--- src/rtl/core/assert_macros.svh ---
// ----------------------------------------------------------------------------
// Assertion macros
// Shared concurrent assertion forms, compiled out for synthesis.
// ----------------------------------------------------------------------------
`ifndef ASSERT_MACROS_SVH
`define ASSERT_MACROS_SVH

`ifndef SYNTHESIS
// condition must hold at every clock edge out of reset
`define ASSERT_ALWAYS(lbl, clk, rst_n, prop) \
  lbl: assert property (@(posedge clk) disable iff (!rst_n) (prop)) \
    else $error("assertion failed");
// consequent must hold in the cycle after antecedent
`define ASSERT_NEXT(lbl, clk, rst_n, ante, cons) \
  lbl: assert property (@(posedge clk) disable iff (!rst_n) (ante) |=> (cons)) \
    else $error("assertion failed");
`else
`define ASSERT_ALWAYS(lbl, clk, rst_n, prop)
`define ASSERT_NEXT(lbl, clk, rst_n, ante, cons)
`endif

`endif

--- src/rtl/core/rmq_pkg.sv ---
// ----------------------------------------------------------------------------
// rmq_pkg
// Widths, codes, types and step functions of the matrix-to-quaternion core.
// ----------------------------------------------------------------------------
package rmq_pkg;

  localparam int FRAC_BITS = 16;
  localparam int E_W       = 18;                 // rotation element
  localparam int T_W       = 32;                 // translation element
  localparam int Q_W       = 18;                 // quaternion component
  localparam int SUM_W     = E_W + 2;            // diagonal sum
  localparam int D_W       = E_W + 1;            // off-diagonal sum/difference
  localparam int ARG_W     = SUM_W;              // smax + one
  localparam int RAD_W     = ((ARG_W + FRAC_BITS - 2 + 1) / 2) * 2;
  localparam int ROOT_W    = RAD_W / 2;
  localparam int REM_W     = ROOT_W + 2;
  localparam int DEN_W     = ROOT_W + 2;
  localparam int NUM_W     = D_W + FRAC_BITS;
  localparam int QUO_W     = NUM_W - DEN_W + 2;
  localparam int QDEPTH    = 4;
  localparam int QPTR_W    = $clog2(QDEPTH);
  localparam int QCNT_W    = QPTR_W + 1;

  localparam logic [Q_W-1:0] Q_MAX = {1'b0, {(Q_W-1){1'b1}}};
  localparam logic [Q_W-1:0] Q_MIN = {1'b1, {(Q_W-1){1'b0}}};

  // winning diagonal sum
  localparam logic [1:0] SEL_W = 2'd0;
  localparam logic [1:0] SEL_X = 2'd1;
  localparam logic [1:0] SEL_Y = 2'd2;
  localparam logic [1:0] SEL_Z = 2'd3;

  // per-request data carried along the back pipeline
  typedef struct packed {
    logic [1:0]                best;
    logic [2:0][D_W-1:0]       d;     // other components, ascending index
    logic [T_W-1:0]            tx;
    logic [T_W-1:0]            ty;
    logic [T_W-1:0]            tz;
  } rmq_side_t;

  // classified request held in the queue
  typedef struct packed {
    logic [ARG_W-1:0] arg;
    rmq_side_t        side;
  } rmq_item_t;

  // one square-root stage
  typedef struct packed {
    logic [REM_W-1:0]  rem;
    logic [ROOT_W-1:0] root;
    logic [RAD_W-1:0]  rad;
  } rmq_sq_t;

  // one divider stage
  typedef struct packed {
    logic [DEN_W-1:0] rem;
    logic [QUO_W-1:0] quo;
    logic [QUO_W-1:0] num;
  } rmq_dv_t;

  // one result bit of the digit-by-digit square root
  function automatic rmq_sq_t sqrt_step(rmq_sq_t s);
    logic [REM_W+1:0] t;
    logic [REM_W+1:0] trial;
    rmq_sq_t          n;
    t      = {s.rem, s.rad[RAD_W-1 -: 2]};
    trial  = {2'b00, s.root, 2'b01};
    n.rad  = {s.rad[RAD_W-3:0], 2'b00};
    if (t >= trial) begin
      n.rem  = REM_W'(t - trial);
      n.root = {s.root[ROOT_W-2:0], 1'b1};
    end else begin
      n.rem  = t[REM_W-1:0];
      n.root = {s.root[ROOT_W-2:0], 1'b0};
    end
    return n;
  endfunction

  // one quotient bit of restoring division
  function automatic rmq_dv_t div_step(rmq_dv_t s, logic [DEN_W-1:0] den);
    logic [DEN_W:0] t;
    rmq_dv_t        n;
    t     = {s.rem, s.num[QUO_W-1]};
    n.num = {s.num[QUO_W-2:0], 1'b0};
    if (t >= {1'b0, den}) begin
      n.rem = DEN_W'(t - {1'b0, den});
      n.quo = {s.quo[QUO_W-2:0], 1'b1};
    end else begin
      n.rem = t[DEN_W-1:0];
      n.quo = {s.quo[QUO_W-2:0], 1'b0};
    end
    return n;
  endfunction

  // apply sign and clamp to the component range
  function automatic logic [Q_W-1:0] sat_q(logic neg, logic [QUO_W-1:0] mag);
    logic [QUO_W:0] m;
    logic [QUO_W:0] neg_m;
    logic [Q_W-1:0] r;
    m     = {1'b0, mag};
    neg_m = (QUO_W+1)'(0) - m;
    if (!neg) begin
      r = (m > (QUO_W+1)'(Q_MAX)) ? Q_MAX : Q_W'(m);
    end else begin
      r = (m > (QUO_W+1)'({1'b0, Q_MIN})) ? Q_MIN : Q_W'(neg_m);
    end
    return r;
  endfunction

endpackage

--- src/rtl/core/rmq_front.sv ---
// ----------------------------------------------------------------------------
// rmq_front
// Forms the diagonal sums, picks the winner and gathers the three numerators.
// ----------------------------------------------------------------------------
module rmq_front import rmq_pkg::*; (
  input  logic signed [E_W-1:0] r00,
  input  logic signed [E_W-1:0] r01,
  input  logic signed [E_W-1:0] r02,
  input  logic signed [E_W-1:0] r10,
  input  logic signed [E_W-1:0] r11,
  input  logic signed [E_W-1:0] r12,
  input  logic signed [E_W-1:0] r20,
  input  logic signed [E_W-1:0] r21,
  input  logic signed [E_W-1:0] r22,
  input  logic [T_W-1:0]        tx,
  input  logic [T_W-1:0]        ty,
  input  logic [T_W-1:0]        tz,
  output rmq_item_t             item
);

  localparam logic [ARG_W-1:0] ONE = ARG_W'(1) << FRAC_BITS;

  logic signed [SUM_W-1:0] a, b, c;
  logic signed [SUM_W-1:0] s0, s1, s2, s3, smax;
  logic signed [D_W-1:0]   dm12, dm20, dm01, dp01, dp02, dp12;
  logic [1:0]              best;

  // diagonal sums
  assign a  = SUM_W'(r00);
  assign b  = SUM_W'(r11);
  assign c  = SUM_W'(r22);
  assign s0 = a + b + c;
  assign s1 = a - b - c;
  assign s2 = b - a - c;
  assign s3 = c - a - b;

  // largest sum, earliest on a tie
  always_comb begin
    best = SEL_W;
    smax = s0;
    if (s1 > smax) begin
      best = SEL_X;
      smax = s1;
    end
    if (s2 > smax) begin
      best = SEL_Y;
      smax = s2;
    end
    if (s3 > smax) begin
      best = SEL_Z;
      smax = s3;
    end
  end

  // off-diagonal terms
  assign dm12 = D_W'(r12) - D_W'(r21);
  assign dm20 = D_W'(r20) - D_W'(r02);
  assign dm01 = D_W'(r01) - D_W'(r10);
  assign dp01 = D_W'(r01) + D_W'(r10);
  assign dp02 = D_W'(r02) + D_W'(r20);
  assign dp12 = D_W'(r21) + D_W'(r12);

  always_comb begin
    item.arg       = ARG_W'(smax) + ONE;
    item.side.best = best;
    item.side.tx   = tx;
    item.side.ty   = ty;
    item.side.tz   = tz;
    case (best)
      SEL_W:   item.side.d = {dm01, dm20, dm12};
      SEL_X:   item.side.d = {dp02, dp01, dm12};
      SEL_Y:   item.side.d = {dp12, dp01, dm20};
      default: item.side.d = {dp12, dp02, dm01};
    endcase
  end

endmodule

--- config.mk ---
export PLATFORM = sky130hd
export DESIGN_NAME = rmq_front
export DESIGN_NICKNAME = d
export VERILOG_FILES = /design/src/rtl/core/assert_macros.svh /design/src/rtl/core/rmq_pkg.sv /design/src/rtl/core/rmq_front.sv
export SDC_FILE = /design/constraint.sdc
export NUM_CORES = 1
export LEC_CHECK = 0
export BUFFER_PORTS_ARGS = -buffer_cell sky130_fd_sc_hd__buf_2
export CAP_MARGIN = 25
export CELL_PAD_IN_SITES_DETAIL_PLACEMENT = 1
export CELL_PAD_IN_SITES_GLOBAL_PLACEMENT = 1
export CORE_ASPECT_RATIO = 0.5
export CORE_MARGIN = 3
export CORE_UTILIZATION = 35
export DETAILED_ROUTE_END_ITERATION = 10
export PLACE_DENSITY = 0.82
export SYNTH_ARGS = -nofsm -noshare
export SYNTH_HDL_FRONTEND = slang
export SYNTH_SLANG_ARGS = --single-unit
--- constraint.sdc ---
create_clock -name vclk -period 12.4
set_input_delay 1.24 -clock vclk [all_inputs]
set_output_delay 1.24 -clock vclk [all_outputs]
set_load 0.03 [all_outputs]
==> impl_metrics.py <==
metrics = {
    "outcome": {
        "status": "complete, but fails checks",
        "violations_in_the_final_reports": "negative setup slack",
    },
    "sta": {
        "timing.final.hold_violations": 0,
        "grt_setup_unrepaired": "yes",
        "fin_crit_sh_pct": 103,
        "timing.final.ws_setup_ps": -335,
        "holdWs_ps": 2480,
        "finalSetupViolCount": 70,
        "max_freq_ghz": 0.0785,
        "timing_worst_slew_pin_value_ps": 1100,
        "layout_min_cycle_time_ps": 12740,
        "slew_violations": 0,
        "relSlewSlack_pct": 26.0,
    },
    "global_routing": {
        "grt_use_total_pct": 23.1,
        "antenna_found_initial": 1,
        "grt_pass1_vias": 15653,
        "overflow": 0,
        "grt_first_pass_wirelength_um": 80200,
        "grt_max_degree": 38,
    },
    "setup_path": {
        "critical_path.max_fanout": 8,
        "crit_start": "r00[2]",
        "critPathCaptureType": "primary output",
        "cp_data_required_time_ps": 11160,
        "worst_setup_path_endpoint": "item[115]",
        "setup.worst_path.class": "in -> out",
        "worst_setup_path_start_kind": "primary input",
        "cp_slowest_stage_delay_ps": 580,
        "cpMaxStageDelayCell": "fa_1",
        "cp.arrival_ps": 11500,
        "critical-path-top-cell-by-count": "a21o_1",
    },
    "detailed_routing": {
        "detailroute.via_count": 15254,
        "drt_iter0_drcs": 755,
        "first_pass_iters": 5,
        "routedWlPerCell_um": 21.0,
        "routed_via_density": 5.55,
        "drt_wl_total_um": 57800,
        "route.antenna.remaining_nets": 0,
        "drc_errors": 0,
    },
    "floorplan": {
        "die-height_um": 147,
        "start_util_pct": 35.7,
        "fp.dieW_um": 288,
        "fp.dieArea_mm2": 0.0424,
        "area_of_the_placeable_core_mm2": 0.0391,
        "ioPinCount": 433,
        "row_count": 51,
    },
    "synth": {
        "mapped_cell_area_mm2": 0.0139,
        "ys.warnings.count": 0,
        "ys_seq_area_share_pct": 0,
        "post_syn_instances": 1904,
        "post_synth_num_cell_types": 80,
        "synth_area_per_cell_um2": 7.33,
        "post-synth-top-area-cell": "ha_1",
        "post-synth-top-count-cell": "ha_1",
        "synth.net_count": 2489,
        "synth_top_cell_area_share_pct": 22.2,
        "synth_top_cells_by_area": "ha_1 (22%), fa_1 (11%), xnor2_1 (7.0%), inv_1 (6.5%), a21oi_1 (6.2%)",
        "post_synth_most_frequent_cells": "ha_1 (248), inv_1 (243), a21oi_1 (172)",
    },
    "finish": {
        "final_instance_area_mm2": 0.0185,
        "areaGrowthSynthToFinish_pct": 32.6,
        "num-nets-final": 2803,
        "layout.filler_cells": 4791,
        "final-seq-area_um2": 0,
        "seq_cells": 0,
        "ratio_of_cells_with_drive_above_1_in_the_final_layout_pct": 29.8,
        "number_of_clock_buffers_in_the_layout": 0,
    },
    "min_path": {
        "timing.hold.worst_path_depth": 0,
        "hp-class": "in -> out",
    },
    "clock_network": {
        "cts-hold-fix-buffers": 0,
    },
    "placement": {
        "gp_routability_congestion": 0.892,
        "dpl-instance-area_mm2": 0.0163,
        "dp_slack_ps": -606,
        "place.detailed.hpwl_um": 44000,
        "placement.io_buffers": 241,
    },
    "run": {
        "max_cap_violations": 0,
    },
}
==> per-stage QoR <==
stage               utilization, %  std cells  setup TNS [ps]
finish                        47.3       2747          -12420
detailed placement            41.7       2695          -24740
global placement              41.7       2695           -6640
floorplan                        -       1904               0
CTS                           42.5       2708               0
global route                  47.3       2747          -35630
==> timing repair <==
action                                 4_1_cts  5_1_grt
gates cloned                                 1        7
setup endpoints to repair                   75       79
endpoints found under the hold margin        0        0
setup buffers                               12       32
pin swaps                                   16       57
gates resized for setup                     38      464
==> critical path: cells and delay by family <==
family                   cells  cell delay [ps]
AO/OA/AOI/OAI               24             4380
AND/OR/NAND/NOR             12             1900
adder cells (fa/ha/maj)      5             1810
buffers and inverters        8             1330
multiplexers                 2              660
XOR/XNOR                     1              130
==> worst min-delay path by stage <==
stage,startpoint,end,slack (ps)
floorplan,tz[0],item[0],2610
global placement,tz[0],item[0],2480
detailed placement,tz[0],item[0],2480
CTS,tz[0],item[0],2480
global route,tz[31],item[31],2480
finish,tz[11],item[11],2480
==> cell families after synthesis <==
kind of cell	after synthesis	share of synthesized area [%]
AOI/OAI and AO/OA	562	25.7
xor gates and xnor gates	144	9.10
adders and majority gates	327	33.6
buffers and inverters	387	13.1
muxes	49	3.72
and+or+nand+nor	435	14.8
==> placed cells by master (no fill, tap or decap), types with 9 or more instances in the layout <==
cell type and count:
inv_1 236, ha_1 235, buf_4 183, buf_2 162
nor2_1 144, a21oi_1 143, xnor2_1 109, buf_6 86
nand2_1 82, o21ai_0 76, fa_1 76, a21o_1 48
xor2_1 30, nand2b_1 30, o21bai_1 29, o21a_1 28
nor3_1 28, o211ai_1 24, a21oi_2 22, o21ai_1 21
mux2i_1 21, nor2b_1 20, o21ai_2 20, nand3_1 19
nand4_1 17, o21ai_4 16, buf_8 14, ha_4 13
a21boi_0 12, o31a_1 11, and2_1 11, nand2_2 11
nor2_4 10, a21oi_4 9
==> metal layers <==
metal	global-route usage, %	vias to the layer above	wire length [um]
li1	-	7084	-
met1	26.5	7538	22400
met2	45.0	500	30500
met3	3.01	132	3050
met4	5.84	0	1890
met5	0	-	0
==> layout make-up <==
type,instances,area (um2),share of cell area [%]
well taps,530,663,3.58
multi-input cells,1517,13300,72.1
diodes,1,2.50,0.0135
repair buffers,455,3580,19.3
inverters,244,923,4.99
Power is not shown: default switching activity piles up to over one toggle a cycle in this logic, so the estimate is an artifact.
