### src/rtl/core/assert_macros.svh
// ----------------------------------------------------------------------------
// Assertion macros
// Shared concurrent assertion forms, compiled out for synthesis.
// ----------------------------------------------------------------------------
`ifndef ASSERT_MACROS_SVH
`define ASSERT_MACROS_SVH

`ifndef SYNTHESIS
// condition must hold at every clock edge out of reset
`define ASSERT_ALWAYS(lbl, clk, rst_n, prop) \
  lbl: assert property (@(posedge clk) disable iff (!rst_n) (prop)) \
    else $error("assertion failed");
// consequent must hold in the cycle after antecedent
`define ASSERT_NEXT(lbl, clk, rst_n, ante, cons) \
  lbl: assert property (@(posedge clk) disable iff (!rst_n) (ante) |=> (cons)) \
    else $error("assertion failed");
`else
`define ASSERT_ALWAYS(lbl, clk, rst_n, prop)
`define ASSERT_NEXT(lbl, clk, rst_n, ante, cons)
`endif

`endif

### src/rtl/core/rmq_pkg.sv
// ----------------------------------------------------------------------------
// rmq_pkg
// Widths, codes, types and step functions of the matrix-to-quaternion core.
// ----------------------------------------------------------------------------
package rmq_pkg;

  localparam int FRAC_BITS = 16;
  localparam int E_W       = 18;                 // rotation element
  localparam int T_W       = 32;                 // translation element
  localparam int Q_W       = 18;                 // quaternion component
  localparam int SUM_W     = E_W + 2;            // diagonal sum
  localparam int D_W       = E_W + 1;            // off-diagonal sum/difference
  localparam int ARG_W     = SUM_W;              // smax + one
  localparam int RAD_W     = ((ARG_W + FRAC_BITS - 2 + 1) / 2) * 2;
  localparam int ROOT_W    = RAD_W / 2;
  localparam int REM_W     = ROOT_W + 2;
  localparam int DEN_W     = ROOT_W + 2;
  localparam int NUM_W     = D_W + FRAC_BITS;
  localparam int QUO_W     = NUM_W - DEN_W + 2;
  localparam int QDEPTH    = 4;
  localparam int QPTR_W    = $clog2(QDEPTH);
  localparam int QCNT_W    = QPTR_W + 1;

  localparam logic [Q_W-1:0] Q_MAX = {1'b0, {(Q_W-1){1'b1}}};
  localparam logic [Q_W-1:0] Q_MIN = {1'b1, {(Q_W-1){1'b0}}};

  // winning diagonal sum
  localparam logic [1:0] SEL_W = 2'd0;
  localparam logic [1:0] SEL_X = 2'd1;
  localparam logic [1:0] SEL_Y = 2'd2;
  localparam logic [1:0] SEL_Z = 2'd3;

  // per-request data carried along the back pipeline
  typedef struct packed {
    logic [1:0]                best;
    logic [2:0][D_W-1:0]       d;     // other components, ascending index
    logic [T_W-1:0]            tx;
    logic [T_W-1:0]            ty;
    logic [T_W-1:0]            tz;
  } rmq_side_t;

  // classified request held in the queue
  typedef struct packed {
    logic [ARG_W-1:0] arg;
    rmq_side_t        side;
  } rmq_item_t;

  // one square-root stage
  typedef struct packed {
    logic [REM_W-1:0]  rem;
    logic [ROOT_W-1:0] root;
    logic [RAD_W-1:0]  rad;
  } rmq_sq_t;

  // one divider stage
  typedef struct packed {
    logic [DEN_W-1:0] rem;
    logic [QUO_W-1:0] quo;
    logic [QUO_W-1:0] num;
  } rmq_dv_t;

  // one result bit of the digit-by-digit square root
  function automatic rmq_sq_t sqrt_step(rmq_sq_t s);
    logic [REM_W+1:0] t;
    logic [REM_W+1:0] trial;
    rmq_sq_t          n;
    t      = {s.rem, s.rad[RAD_W-1 -: 2]};
    trial  = {2'b00, s.root, 2'b01};
    n.rad  = {s.rad[RAD_W-3:0], 2'b00};
    if (t >= trial) begin
      n.rem  = REM_W'(t - trial);
      n.root = {s.root[ROOT_W-2:0], 1'b1};
    end else begin
      n.rem  = t[REM_W-1:0];
      n.root = {s.root[ROOT_W-2:0], 1'b0};
    end
    return n;
  endfunction

  // one quotient bit of restoring division
  function automatic rmq_dv_t div_step(rmq_dv_t s, logic [DEN_W-1:0] den);
    logic [DEN_W:0] t;
    rmq_dv_t        n;
    t     = {s.rem, s.num[QUO_W-1]};
    n.num = {s.num[QUO_W-2:0], 1'b0};
    if (t >= {1'b0, den}) begin
      n.rem = DEN_W'(t - {1'b0, den});
      n.quo = {s.quo[QUO_W-2:0], 1'b1};
    end else begin
      n.rem = t[DEN_W-1:0];
      n.quo = {s.quo[QUO_W-2:0], 1'b0};
    end
    return n;
  endfunction

  // apply sign and clamp to the component range
  function automatic logic [Q_W-1:0] sat_q(logic neg, logic [QUO_W-1:0] mag);
    logic [QUO_W:0] m;
    logic [QUO_W:0] neg_m;
    logic [Q_W-1:0] r;
    m     = {1'b0, mag};
    neg_m = (QUO_W+1)'(0) - m;
    if (!neg) begin
      r = (m > (QUO_W+1)'(Q_MAX)) ? Q_MAX : Q_W'(m);
    end else begin
      r = (m > (QUO_W+1)'({1'b0, Q_MIN})) ? Q_MIN : Q_W'(neg_m);
    end
    return r;
  endfunction

endpackage

### src/rtl/core/rmq_queue.sv
// ----------------------------------------------------------------------------
// rmq_queue
// Short queue between the classify front and the arithmetic back end.
// ----------------------------------------------------------------------------
module rmq_queue import rmq_pkg::*; (
  input  logic              clk,
  input  logic              rst_n,
  input  logic              push,
  input  rmq_item_t         push_item,
  input  logic              pop,
  output rmq_item_t         head,
  output logic              full,
  output logic              empty,
  output logic [QCNT_W-1:0] count
);

  rmq_item_t         mem_r [QDEPTH];
  logic [QPTR_W-1:0] wr_ptr_r, wr_ptr_nxt;
  logic [QPTR_W-1:0] rd_ptr_r, rd_ptr_nxt;
  logic [QCNT_W-1:0] cnt_r, cnt_nxt;

  assign full  = (cnt_r == QCNT_W'(QDEPTH));
  assign empty = (cnt_r == '0);
  assign count = cnt_r;
  assign head  = mem_r[rd_ptr_r];

  // pointer and fill count
  always_comb begin
    wr_ptr_nxt = push ? wr_ptr_r + 1'b1 : wr_ptr_r;
    rd_ptr_nxt = pop  ? rd_ptr_r + 1'b1 : rd_ptr_r;
    cnt_nxt    = cnt_r;
    if (push && !pop) begin
      cnt_nxt = cnt_r + 1'b1;
    end else if (!push && pop) begin
      cnt_nxt = cnt_r - 1'b1;
    end
  end

  always_ff @(posedge clk) begin
    if (!rst_n) begin
      wr_ptr_r <= '0;
      rd_ptr_r <= '0;
      cnt_r    <= '0;
    end else begin
      wr_ptr_r <= wr_ptr_nxt;
      rd_ptr_r <= rd_ptr_nxt;
      cnt_r    <= cnt_nxt;
    end
  end

  // storage
  always_ff @(posedge clk) begin
    if (push) begin
      mem_r[wr_ptr_r] <= push_item;
    end
  end

endmodule

### config.mk
export PLATFORM = sky130hd
export DESIGN_NAME = rmq_queue
export DESIGN_NICKNAME = d
export VERILOG_FILES = /design/src/rtl/core/assert_macros.svh /design/src/rtl/core/rmq_pkg.sv /design/src/rtl/core/rmq_queue.sv
export SDC_FILE = /design/constraint.sdc
export NUM_CORES = 1
export LEC_CHECK = 0
export BUFFER_PORTS_ARGS = -buffer_cell sky130_fd_sc_hd__buf_4
export CAP_MARGIN = 10
export CORE_MARGIN = 1.5
export CORE_UTILIZATION = 30
export CTS_BUF_LIST = sky130_fd_sc_hd__clkbuf_16
export DETAILED_ROUTE_END_ITERATION = 10
export MAX_ROUTING_LAYER = met4
export PLACE_DENSITY = 0.54
export SYNTH_ARGS = -nofsm -noshare
export SYNTH_HDL_FRONTEND = slang
export SYNTH_SLANG_ARGS = --single-unit
### constraint.sdc
create_clock -name clk -period 8.7 [get_ports clk]
set_input_delay 1.74 -clock clk [delete_from_list [all_inputs] [get_ports clk]]
set_output_delay 1.74 -clock clk [all_outputs]
set_load 0.005 [all_outputs]
==> run metrics, run 1 <==
status finished, final reports clean; # hold bufs at CTS 0; worst min path class register to register; htree depth 3; CTS tree yes; Num CTS Buffers slightly below 80; Fmax 219 MHz; Max FO, Critical Path 56; DR pass1 iterations 4; CP startpoint kind register; Power, Total between 7000 and 8000 uW; DR iter-0 viols between 500 and 600; Die H 296 um; EDFF count, synth 700; met3 wire len approximately 3700 um; Layout Cells excl Fill approximately 2600; clock sinks 709; sequential share of the synthesized area 82.4%; IO Pins 359; Top Metal Used met4; antenna-violating nets left 0; number of global-route vias before repair between 10000 and 15000; final setup TNS 0 ns; DRC viols 0; clk buf depth 3; grt total ovfl 0; crit path kind register to primary output; Pwr Density between 200 and 250 nW/um^2; arrival time at the worst endpoint about 2.8 ns; Placed Instances 2432; Syn Nets between 1000 and 1500; first-pass GRT wire length 79200 um; Final Max Tran Viols 0; Post-Route WL approximately 54000 um; Leak about 0.011 uW; initial antenna violation count 1; Critical Path RT approximately 7.0 ns; Syn Area/Cell between 20 and 30 sq um; Setup crit end kind primary output; post_cts resized 0; Distinct cells, synth 23; worst skew pair latency approximately 0.60 ns; Yosys top cell by area edfxtp_1; Most used DFF post-synth edfxtp_1; WL met2 ~28000 um; Layout area overhead 24.8%; Core Region roughly 85000 sq um; I/O Buffers between 300 and 400; synth warn 0; Fill cells roughly 7700; share of cells above drive strength 1 46.2%; Hold Fails Final Rpt 0; die area a little under 90000 sq um; Metal-1 WL 21000 um; RD Place Congestion around 0.71; root buf cell clkbuf_16; fin crit share a little over half; gr usage total 12.7%; Setup Buffers After CTS 0; Max-cap violations 0; CTS clk-pin slew, worst paths approximately 0.06 ns; setup violators final 0; top cells by area, synth edfxtp_1 82%, mux4_2 15%, buf_6 0.74%, dfxtp_1 0.70%, buf_2 0.31%; Initial Util just over 30%; min Tclk post-route approximately 4.6 ns; synthesized area about 26000 sq um; RSZ-0062 raised after global routing false; Rel. slew slack between 30% and 40%; Die Span X ~300 um; Via density between 4 and 5; post-detailed-placement half-perimeter wirelength 31400 um; vias around 11000; VDD IR-drop max 0.000167 V; largest net degree at the start of global routing around 100; #FFs+latches synth just over 700; pin slew with the least headroom to its limit 0.965 ns; wire length per cell approximately 21 um; Yosys top cell area share about four fifths; nets@finish about 1600; Mapped Cells approximately 960; # rows between 100 and 150; Post-synth ARST share 0%; Clock Skew between 0.02 and 0.03 ns
## cell type report
class | instances | area [sq um] | share of cell area [%]
diodes | 1 | 2.50 | 0.00779
clock buffers | 79 | 1980 | 6.16
clock inverters | 64 | 407 | 1.27
inverters | 4 | 15.0 | 0.0468
multi-input cells | 205 | 4200 | 13.1
flip-flops and latches | 709 | 21200 | 66.1
well taps | 1144 | 1430 | 4.46
repair buffers | 370 | 2870 | 8.92
## cells by family after synthesis
| family | after synthesis | synth area share (%) |
|---|---|---|
| AND/OR/NAND/NOR | 15 | 0.355 |
| XOR/XNOR | 5 | 0.170 |
| flip-flops | 709 | 82.4 |
| buffers and inverters | 43 | 1.27 |
| adder cells (fa/ha/maj) | 6 | 0.321 |
| multiplexers | 177 | 15.4 |
| AO/OA/AOI/OAI | 2 | 0.0486 |
## registers in the layout, indices dropped and copies added (netlist names), named ones only
register and flops:
rd_ptr_r 2, count 3, mem_r 700, wr_ptr_r 2
## metal layers
layer / vias up / global-route usage, %
met4: 0 / 4.13
met2: 287 / 21.3
met1: 6073 / 14.4
met3: 105 / 3.85
met5: - / -
li1: 4994 / -
## cells in the final DEF (no fill, tap or decap), types with 2 or more instances in the layout
| cell | instances |
|---|---|
| inv_1 | 21 |
| inv_6 | 2 |
| xnor2_1 | 2 |
| xor2_1 | 3 |
| clkinv_8 | 2 |
| dfxtp_4 | 2 |
| clkbuf_16 | 79 |
| clkinv_1 | 16 |
| and2_4 | 4 |
| buf_4 | 363 |
| clkinv_4 | 4 |
| bufinv_16 | 3 |
| ha_1 | 5 |
| clkinvlp_4 | 3 |
| nor2b_1 | 2 |
| buf_12 | 7 |
| and2_1 | 5 |
| clkinv_2 | 17 |
| mux4_2 | 175 |
| edfxtp_1 | 700 |
| mux2i_1 | 2 |
| dfxtp_1 | 7 |
## cells in the mapped netlist, types with 3 or more instances
cell type	n
buf_2	16
ha_1	5
and2_1	9
xor2_1	3
mux4_2	175
inv_1	4
edfxtp_1	700
dfxtp_1	9
buf_6	17
## power by group
part,internal (uW),switching [uW]
Clock,1740,1290
Sequential,3930,46.4
Combinational,403,350
## worst paths after layout
| check | slack [ns] | startpoint | to | cells after the start |
|---|---|---|---|---|
| max | 4.13 | register | head[94] | 3 |
| min | 0.56 | count[2] | count[2] | 2 |
| max reg2reg | 6.20 | wr_ptr_r[0] | mem_r[0][122] | 4 |
| min reg2reg | 0.56 | count[2] | count[2] | 2 |
## stage by stage
| step | hold slack [ns] | setup slack (ns) | cell area [sq um] | util, % |
|---|---|---|---|---|
| after detailed placement | 0.552 | 4.66 | 29700 | 35.0 |
| final | 0.563 | 4.13 | 32100 | 37.8 |
| after CTS | 0.559 | 3.97 | 32100 | 37.8 |
| after global routing | 0.594 | 3.88 | 32100 | 37.8 |
| after floorplan | 0.501 | 2.42 | 25700 | - |
| after global placement | 0.508 | 4.67 | 29700 | 35.0 |
## critical path, stage by stage, from the launching register on
cell and delay (ns):
dfxtp_4 0.71, buf_4 0.79, mux4_2 0.43, buf_4 0.15
Note: power is estimated with default switching activity, not from simulation.
==> run 2: changes to the inputs <==
--- a/config.mk
+++ b/config.mk
@@ -5,6 +5,7 @@
 export SDC_FILE = /design/constraint.sdc
 export NUM_CORES = 1
 export LEC_CHECK = 0
+export ABC_AREA = 1
 export BUFFER_PORTS_ARGS = -buffer_cell sky130_fd_sc_hd__buf_4
 export CAP_MARGIN = 10
 export CORE_MARGIN = 1.5
@@ -12,7 +13,7 @@
 export CTS_BUF_LIST = sky130_fd_sc_hd__clkbuf_16
 export DETAILED_ROUTE_END_ITERATION = 10
 export MAX_ROUTING_LAYER = met4
-export PLACE_DENSITY = 0.54
+export PLACE_DENSITY = 0.56
 export SYNTH_ARGS = -nofsm -noshare
 export SYNTH_HDL_FRONTEND = slang
 export SYNTH_SLANG_ARGS = --single-unit
==> constraint.sdc (replaced) <==
create_clock -name clk -period 3.8 [get_ports clk]
set_input_delay 0.76 -clock clk [delete_from_list [all_inputs] [get_ports clk]]
set_output_delay 0.76 -clock clk [all_outputs]
set_load 0.005 [all_outputs]
==> run 2 against run 1 <==
Net effect:
- clock skew fell by 0.019 ns
- core utilization barely moved
- largest power group unchanged
- final cell count rose by 30%
- synthesized area rose by 2.6%
==> run metrics, run 2 <==
status finished, final reports clean; RD Place Congestion 0.743; Core Region roughly 87000 sq um; Net Sw Frac 22.4%; setup violators final 0; Initial Util between 30 and 40%; Yosys top cell area share roughly four fifths; Fmax 290 MHz; Seq pwr share about half; Logic pwr share about a tenth; clk buf depth 3; Worst Setup EP head[87]; Switch Pwr 4010 uW; arrival time at the worst endpoint about 2.7 ns; Core Util, Final between 30% and 40%; gr usage total between 10% and 20%; antenna-violating nets left 0; Final Max Tran Viols 0; CP startpoint kind register; Num CTS Buffers 78; Int Pwr about 14000 uW; largest net degree at the start of global routing around 190; DRC viols 0; commonest non-fill, non-tap cell in the layout edfxtp_1; I/O Buffers 358; post_cts resized 0; # rows 108; Critical Path RT 3.04 ns; top cells by area, synth edfxtp_1 80%, nor2_1 5.0%, o21ai_0 4.6%, o22ai_1 4.1%, o21ai_1 2.2%; Syn Nets between 1500 and 2000; max reg flops 700; VDD IR-drop max 0.000392 V; worst min path class input port to register; Reg2Reg Depth 6; Top cell by count, worst path buf_4; Syn Area/Cell ~15 sq um; Post-synth ARST share 0%; Setup crit end kind primary output; Rel. slew slack 24.8%; Pwr Density approximately 550 nW/um^2; Leak 0.0113 uW; DR pass1 iterations 5; clock sinks just over 700; CTS clk-pin slew, worst paths 0.06 ns; min Tclk post-route between 3 and 4 ns; root buf cell clkbuf_16; worst skew pair latency roughly 0.62 ns; EDFF count, synth 700; FF-to-FF Start wr_ptr_r[0]; synth warn 0; grt total ovfl 0; flop-to-flop setup slack around 1.3 ns; RSZ-0062 raised after global routing false; Max FO, Critical Path 53; Yosys top cell by area edfxtp_1; Setup Buffers After CTS 0; count leader, synth edfxtp_1; Hold Fails Final Rpt 0; htree depth 3; Max-cap violations 0; synthesized area ~26000 sq um; clock network fraction of design power about two fifths; Synth top cells by count 700 x edfxtp_1, 355 x nor2_1, 241 x o21ai_0; die area approximately 90000 sq um; Reg with most FFs mem_r; CTS tree yes; share of cells above drive strength 1 between 20% and 30%; slowest library cell on the worst path dfxtp_4; Clock Skew between 0.009 and 0.01 ns; post-detailed-placement half-perimeter wirelength 37600 um; Slowest Stage Delay on Critical Path about 0.7 ns; IO Pins 359; Most used DFF post-synth edfxtp_1; vias roughly 16000; initial antenna violation count 4; DR iter-0 viols 979; Worst R2R End mem_r[0][91]; # hold bufs at CTS 0; Layout area overhead 24.5%; number of global-route vias before repair approximately 16000; first-pass GRT wire length ~97000 um; Mapped Cells 1750; sequential share of the synthesized area roughly four fifths; most frequent cells in the layout 700 x edfxtp_1, 389 x buf_4, 355 x nor2_1; nets@finish approximately 2300; wire length per cell between 15 and 20 um; #FFs+latches synth 709; crit path kind register to primary output; fin crit share 90.6%; critical-path cell list buf_4 > o21ai_0 > o22ai_1 > buf_4; final setup TNS 0 ns; Via density 4.78; Die H ~300 um; pin slew with the least headroom to its limit ~1.1 ns; Die Span X 300 um; Post-Route WL between 60000 and 70000 um; Distinct cells, synth 23
-- run 2: worst max-delay path: cells and delay by family, from the launching register on --
kind                   cells  cell delay (ns)
AOI/OAI and AO/OA          2             0.51
buffers and inverters      2             0.74
DFF                        1             0.69
-- run 2: layout make-up --
type | count | area (sq um)
Clock buffer | 81 | 2030
Inverter | 17 | 93.8
Fill cell | 8161 | 54200
Clock inverter | 58 | 429
Sequential cell | 709 | 21200
Timing Repair Buffer | 406 | 3260
Antenna cell | 4 | 10.0
Multi-Input combinational cell | 909 | 4400
Tap cell | 1155 | 1450
-- run 2: how the worst min path moves through the flow --
stage,start,endpoint,depth (start not counted)
after detailed placement,rd_ptr_r[1],register,1
after global routing,push_item[117],mem_r[3][117],1
after floorplan,rd_ptr_r[1],register,1
final,push_item[20],mem_r[0][20],1
after CTS,push_item[117],mem_r[3][117],1
after global placement,rd_ptr_r[1],register,1
-- run 2: layer usage --
| layer | up-vias | track usage, % | wire length [um] |
|---|---|---|---|
| li1 | 7380 | - | - |
| met4 | 0 | 4.55 | 1630 |
| met3 | 110 | 4.44 | 5200 |
| met5 | - | - | 0 |
| met2 | 459 | 22.9 | 31100 |
| met1 | 8009 | 17.6 | 26500 |
-- run 2: cells by family after synthesis --
kind of cell	after synthesis	synth area share, %
simple gates	368	5.26
buf+inv	132	3.13
compound gates	535	11.0
flops	709	80.3
fa+ha+maj	6	0.313
-- run 2: power by group through the flow --
stage	Combinational, uW	Sequential, uW	Clock, uW
2_1_floorplan	777	9200	0
3_3_place_gp	1680	9180	0
3_5_place_dp	1730	9200	0
4_1_cts	1730	9030	7410
5_1_grt	1860	9050	7690
6_report	1690	9030	7190
-- run 2: through the flow --
step                total power [uW]  area (sq um)  std cells  worst slack (ns)  hold slack [ns]
floorplan                       9980         26400       1750            0.0128            0.412
global placement               10900         30400       3196             0.949            0.449
detailed placement             10900         30400       3196             0.944            0.433
CTS                            18200         32900       3335             0.340            0.284
global route                   18600         32900       3339             0.232            0.298
finish                         17900         32900       3339             0.357            0.339
==> run 3: changes to the inputs <==
--- a/config.mk
+++ b/config.mk
@@ -12,8 +12,10 @@
 export CORE_UTILIZATION = 30
 export CTS_BUF_LIST = sky130_fd_sc_hd__clkbuf_16
 export DETAILED_ROUTE_END_ITERATION = 10
+export HOLD_SLACK_MARGIN = 0.12
 export MAX_ROUTING_LAYER = met4
-export PLACE_DENSITY = 0.56
+export PLACE_DENSITY_LB_ADDON = 0.08
+export REMOVE_ABC_BUFFERS = 1
 export SYNTH_ARGS = -nofsm -noshare
 export SYNTH_HDL_FRONTEND = slang
 export SYNTH_SLANG_ARGS = --single-unit
==> run 3 against run 2 <==
Net effect:
- sequential power is essentially flat
- critical endpoint is now head[132]
- critical path type unchanged
- core utilization is 0.13 points higher
- design area is 0.34% higher
- combinational power is essentially flat
==> run metrics, run 3 (synthesized netlist as in run 2, its figures left out) <==
status finished, final reports clean; post-detailed-placement half-perimeter wirelength slightly below 40000 um; RD Place Congestion between 0.7 and 0.8; # rows between 100 and 150; Final Max Tran Viols 0; crit path kind register to primary output; cell area after layout between 30000 and 40000 sq um; CP startpoint kind register; fin crit share 94.2%; die area roughly 90000 sq um; initial antenna violation count 5; Slowest Stage Delay on Critical Path around 0.8 ns; Die Span X 300 um; # hold bufs at CTS 0; DRC viols 0; commonest non-fill, non-tap cell in the layout edfxtp_1; Max-cap violations 0; Num CTS Buffers a little over 80; clock sinks 709; slowest library cell on the worst path buf_4; IO Pins around 360; Layout Cells excl Fill roughly 3300; Multi-input gate area between 4000 and 5000 sq um; htree depth 3; Top cell by count, worst path buf_4; worst min path class input port to register; Leak between 0.01 and 0.015 uW; largest net degree at the start of global routing 156; wire length per cell between 20 and 25 um; vias between 15000 and 20000; min Tclk post-route around 3.6 ns; DR pass1 iterations 4; Clock Skew 0.0313 ns; Reg with most FFs mem_r; Hold Fails Final Rpt 0; Max FO, Critical Path between 70 and 80; Setup Buffers After CTS 0; VDD IR-drop max 0.000447 V; RSZ-0062 raised after global routing false; clk buf depth 3; Initial Util a little under a third; Reg area approximately 21000 sq um; Power, Total ~18000 uW; Rel. slew slack a little under a third; Die H ~300 um; grt total ovfl 0; setup violators final 0; I/O Buffers 358; Reg2Reg Depth 5; Core Region 87000 sq um; nets@finish 2302; CTS tree yes; Final Worst Setup Slack 0.222 ns; Fmax approximately 280 MHz; Critical Path RT between 3 and 4 ns; max reg flops 700; worst skew pair latency 0.62 ns; Placed Instances between 3000 and 4000; Via density roughly 4.7; critical-path cell list inv_6 > buf_4 > o21ai_0 > o22ai_1 > buf_4; DP Worst Slack slightly above 0.8 ns; gr usage total between 15 and 20%; most frequent cells in the layout 700 x edfxtp_1, 380 x buf_4, 355 x nor2_1; Layout area overhead 25.0%; share of cells above drive strength 1 between 20% and 30%; Setup crit end kind primary output; DR iter-0 viols 849; Pwr Density roughly 560 nW/um^2; pin slew with the least headroom to its limit ~1.0 ns; Fill cells roughly 8400; number of global-route vias before repair approximately 16000; placed cell areas 30300 sq um; Post-Route WL slightly above 70000 um; antenna-violating nets left 0; CTS clk-pin slew, worst paths 0.06 ns; Hold Crit Depth 1; Core Util, Final 37.9%; root buf cell clkbuf_16; post_cts resized 0; first-pass GRT wire length between 100000 and 150000 um; arrival time at the worst endpoint 2.82 ns
-- run 3: power breakdown --
group,total [uW],switching (uW),internal [uW]
logic,1720,1020,707
clock network,7690,3060,4620
registers,9030,86.0,8950
-- run 3: worst paths after layout --
kind | start | endpoint | slack, ns
max | register | head[132] | 0.22
min | push_item[8] | mem_r[2][8] | 0.33
max reg2reg | wr_ptr_r[1] | mem_r[0][18] | 1.75
min reg2reg | rd_ptr_r[1] | register | 0.43
-- run 3: area by class of cell --
class,count,area share (%)
flip-flops and latches,709,64.3
clock inverters,54,1.51
repair buffers,398,9.74
inverters,17,0.338
well taps,1155,4.38
multi-input cells,909,13.2
clock buffers,85,6.45
diodes,5,0.0379
-- run 3: through the flow --
step,setup TNS [ns],hold WS (ns)
floorplan,-1528.13,0.412
global placement,0,0.417
detailed placement,0,0.425
CTS,0,0.278
global route,0,0.301
finish,0,0.333
-- run 3: critical path: cells and delay by family (launching register included) --
kind	cells	cell delay, ns
AO/OA/AOI/OAI	2	0.49
flip-flops	1	0.53
buffers and inverters	3	1.10
-- run 3: metal layers --
layer / track usage [%] / vias up / wire length (um) / part of all wire (%)
li1: - / 7401 / - / -
met4: 4.67 / 0 / 1600 / 2.3
met1: 20.0 / 7794 / 30800 / 44
met2: 25.5 / 337 / 34300 / 49
met3: 3.81 / 107 / 3910 / 5.5
met5: - / - / 0 / 0
